## config.mk

```make
export PLATFORM = sky130hd
export DESIGN_NAME = stk_cell
export DESIGN_NICKNAME = d
export VERILOG_FILES = /design/src/stk_pkg.sv /design/src/stk_cell.sv
export SDC_FILE = /design/constraint.sdc
export NUM_CORES = 1
export LEC_CHECK = 0
export ABC_CLOCK_PERIOD_IN_PS = 6860
export BUFFER_PORTS_ARGS = -buffer_cell sky130_fd_sc_hd__buf_2
export CAP_MARGIN = 10
export CORE_MARGIN = 5
export CORE_UTILIZATION = 33
export CTS_BUF_LIST = sky130_fd_sc_hd__clkbuf_8 sky130_fd_sc_hd__clkbuf_16
export DETAILED_ROUTE_END_ITERATION = 6
export GPL_TIMING_DRIVEN = 0
export PLACE_DENSITY_LB_ADDON = 0.12
export SLEW_MARGIN = 15
export SYNTH_ARGS = -nofsm -noshare
export SYNTH_HDL_FRONTEND = slang
export SYNTH_SLANG_ARGS = --single-unit
export TNS_END_PERCENT = 20
```

## constraint.sdc

```tcl
create_clock -name clk -period 6.86 [get_ports clk]
set_input_delay 1.029 -clock clk [delete_from_list [all_inputs] [get_ports clk]]
set_output_delay 1.029 -clock clk [all_outputs]
set_load 0.05 [all_outputs]
```

## src/stk_pkg.sv

```systemverilog
// shared constants, types and control codes for the streaming top-k tracker
package stk_pkg;

	localparam int VALUE_W      = 31;
	localparam int KEEP_W       = 7;
	localparam int CAPACITY_DEF = 64;
	localparam logic [KEEP_W-1:0] KEEP_RESET = 7'd8;

	// per-cycle commands broadcast along the cell chain
	typedef struct packed {
		logic insert;
		logic load;
		logic shift;
	} cell_ctl_t;

	typedef enum logic {
		ST_IDLE,
		ST_DRAIN
	} state_t;

endpackage

```

## src/stk_cell.sv

```systemverilog
// one slot of the sorted chain: a kept value plus a readout copy
module stk_cell (
	input  logic                        clk,
	input  stk_pkg::cell_ctl_t          ctl,
	input  logic [stk_pkg::VALUE_W-1:0] v,
	input  logic                        valid,
	input  logic                        prev_gt,
	input  logic [stk_pkg::VALUE_W-1:0] prev_val,
	input  logic [stk_pkg::VALUE_W-1:0] next_scr,
	output logic                        gt,
	output logic [stk_pkg::VALUE_W-1:0] kept_val,
	output logic [stk_pkg::VALUE_W-1:0] scr_val
);

	logic [stk_pkg::VALUE_W-1:0] kept_q;
	logic [stk_pkg::VALUE_W-1:0] scr_q;

	// an empty slot counts as smaller than anything
	assign gt = !valid || (v > kept_q);

	// insertion: upper neighbor if the item lands above, the item if it lands here, else hold
	always_ff @(posedge clk) begin
		if (ctl.insert) begin
			if (prev_gt) begin
				kept_q <= prev_val;
			end else if (gt) begin
				kept_q <= v;
			end
		end
	end

	// readout copy, shifted toward the head one slot per result
	always_ff @(posedge clk) begin
		if (ctl.load) begin
			scr_q <= kept_q;
		end else if (ctl.shift) begin
			scr_q <= next_scr;
		end
	end

	assign kept_val = kept_q;
	assign scr_val  = scr_q;

endmodule

```

==> metrics.txt <==
Critical Path AT=2910 ps; Synth async-reset ratio=0%; logic gate share of total power=27.7%; clock slew at reported path FFs=60 ps; final core occ=44.8%; CP Launch Type=input pin; Initial Util=33.6%; Die Area=0.0125 mm²; Int Power=0.674 mW; Global Route Usage Sum=14.1%; routed wire length=8930 µm; Final period util=57.4%; hold-critical path depth=1; Synth Register Bits=62; Max VDD drop=76.3 µV; CTS tree=done; Resized cells post-CTS=0; relative slew slack=42.2%; Detail Route Antenna Nets=0; Tmin final=3940 ps; Die Ht=112 µm; r2r worst-path depth=8; Final Skew=4.71 ps; post-synthesis cell area=0.00343 mm²; layout cells sized above 1=57.6%; port bufs=159; CP Cell Sequence=buf_2 -> ha_1 -> nand4_1 -> nor4_1 -> nor3_1 -> o31ai_1 -> nand3_1 -> buf_2; Clock Latency Late Sink=330 ps; max frequency=0.254 GHz; GPL Wtd Cong=0.719; status=finished, final reports clean; Mean Syn Cell Area=13.9 µm²; Slew Viols, Final=0; initial antenna violation count=0; most common cell after layout, fill and taps aside=buf_2; row cnt=37; HP Class=flip-flop to flip-flop; vias in the first global route=2,740; count of hold-fix buffers inserted at cts=0; Post-synth EDFFs=62; Leak=2.13 nW; final cell count without fillers=558; post-synthesis sequential area ratio=54.2%; via count=2,569; final number of setup-violating endpoints=0; Flop pwr share=46.6%; Antenna Diode Count=0; pin count of the biggest net entering global routing=32; placed cell count=543; Final HPWL DP=7000 µm; peak fanout along the critical path=3; WL/cell=16.0 µm; worst endpoint required time=5830 ps; Nets=548; crit path kind=input pin to output pin; Psw=0.338 mW; global-route wire length before repair=13,800 µm; crit-path most repeated cell=buf_2; DRC=0; sw frac=33.4%; unrepaired setup endpoints after global routing=no; Yosys warnings=0; endpoints failing hold=0; first-pass iteration count of the detailed router=4; crit end category=output pin; CTS Buf Count=9; Area Growth Syn to Fin=33.6%; Initial DRC Count=58; Clk network pwr share=25.7%; Horiz. Die Dim=112 µm; CP max-delay cell=nor4_1; post-synth cell types=28; Root Buffer=clkbuf_8; clock buffer depth=2; Post-CTS Repair Setup Buffers=0; core region area=0.0102 mm²; vias per cell=4.60; Max-Cap Viols=0; worst setup margin=2920 ps; syn_nets=377; global route total overflow=0; slowest stage delay, CP=560 ps; H-tree levels=3; cells after synthesis=247; slew of the pin with the lowest slew margin=867 ps; io pins=162; setup TNS=0 ps; ys flop type=edfxtp_1; most frequent cells in the layout=165 x buf_2, 62 x edfxtp_1, 61 x mux2_2; pwr/cell area=221 mW/mm²; clock sinks=62; pre-CTS WS=2950 ps
[registers in the layout, indices dropped and copies added (netlist names)]
| register | count |
|---|---|
| scr_val | 31 |
| kept_val | 31 |
[through the flow]
step                      hold slack, ps  total power [mW]  instance area (µm²)
after CTS                            605              1.03                 4590
after global placement               592             0.759                 4400
final                                597              1.01                 4590
after global routing                 624              1.07                 4590
after detailed placement             589             0.765                 4440
after floorplan                      972             0.677                 3430
[routing by layer]
metal,vias up,wire length (µm),track usage (%),share of wire [%]
met2,88,4460,24.4,50
met4,0,116,5.05,1.3
met3,9,701,4.31,7.9
li1,1271,-,-,-
met1,1201,3650,16.5,41
met5,-,0,0,0
[cells in the mapped netlist, types with 2 or more instances]
master    number  area [µm²]
a21oi_1       11        55.1
buf_2          6        30.0
inv_1         34         128
nand3_1        4        20.0
nor2_1         3        11.3
and4_1         3        26.3
nand4_1        6        37.5
edfxtp_1      62        1860
clkbuf_1       2        7.51
nand2_1        3        11.3
a21o_1         2        15.0
o21ai_0        5        25.0
mux2_2        61         687
ha_1          31         388
[worst paths after layout]
check / from / end / slack (ps)
hold reg to reg: kept_val[6] / scr_val[6] / 600
setup reg to reg: kept_val[30] / kept_val[8] / 3970
setup / recovery: v[14] / gt / 2920
hold / removal: kept_val[6] / scr_val[6] / 600
[cells by family after synthesis]
group | count (synthesis) | synth area share (%)
AOI/OAI and AO/OA | 27 | 5.54
and+or+nand+nor | 24 | 4.15
adders and majority gates | 31 | 11.3
buffers and inverters | 42 | 4.81
DFF | 62 | 54.2
muxes | 61 | 20.0
[cell type report]
| class | instances | area, µm² |
|---|---|---|
| fillers | 1014 | 5640 |
| flip-flops and latches | 62 | 1860 |
| multi-input cells | 143 | 1420 |
| repair buffers | 160 | 823 |
| well taps | 136 | 170 |
| inverters | 34 | 128 |
| clock buffers | 9 | 124 |
| plain buffers | 8 | 37.5 |
| clock inverters | 6 | 23.8 |
[power groups by stage]
| stage | combinational (mW) | clock (mW) | sequential (mW) |
|---|---|---|---|
| after global placement | 0.279 | 0 | 0.480 |
| after global routing | 0.303 | 0.288 | 0.475 |
| after floorplan | 0.0872 | 0 | 0.590 |
| after CTS | 0.286 | 0.272 | 0.472 |
| after detailed placement | 0.285 | 0 | 0.480 |
| final | 0.280 | 0.260 | 0.471 |
[critical path: cells and delay by family]
family	cells	cell delay, ps
AO/OA/AOI/OAI	1	190
adder cells (fa/ha/maj)	1	310
buffers and inverters	2	350
AND/OR/NAND/NOR	4	1030
(Power assumes the default switching activity.)
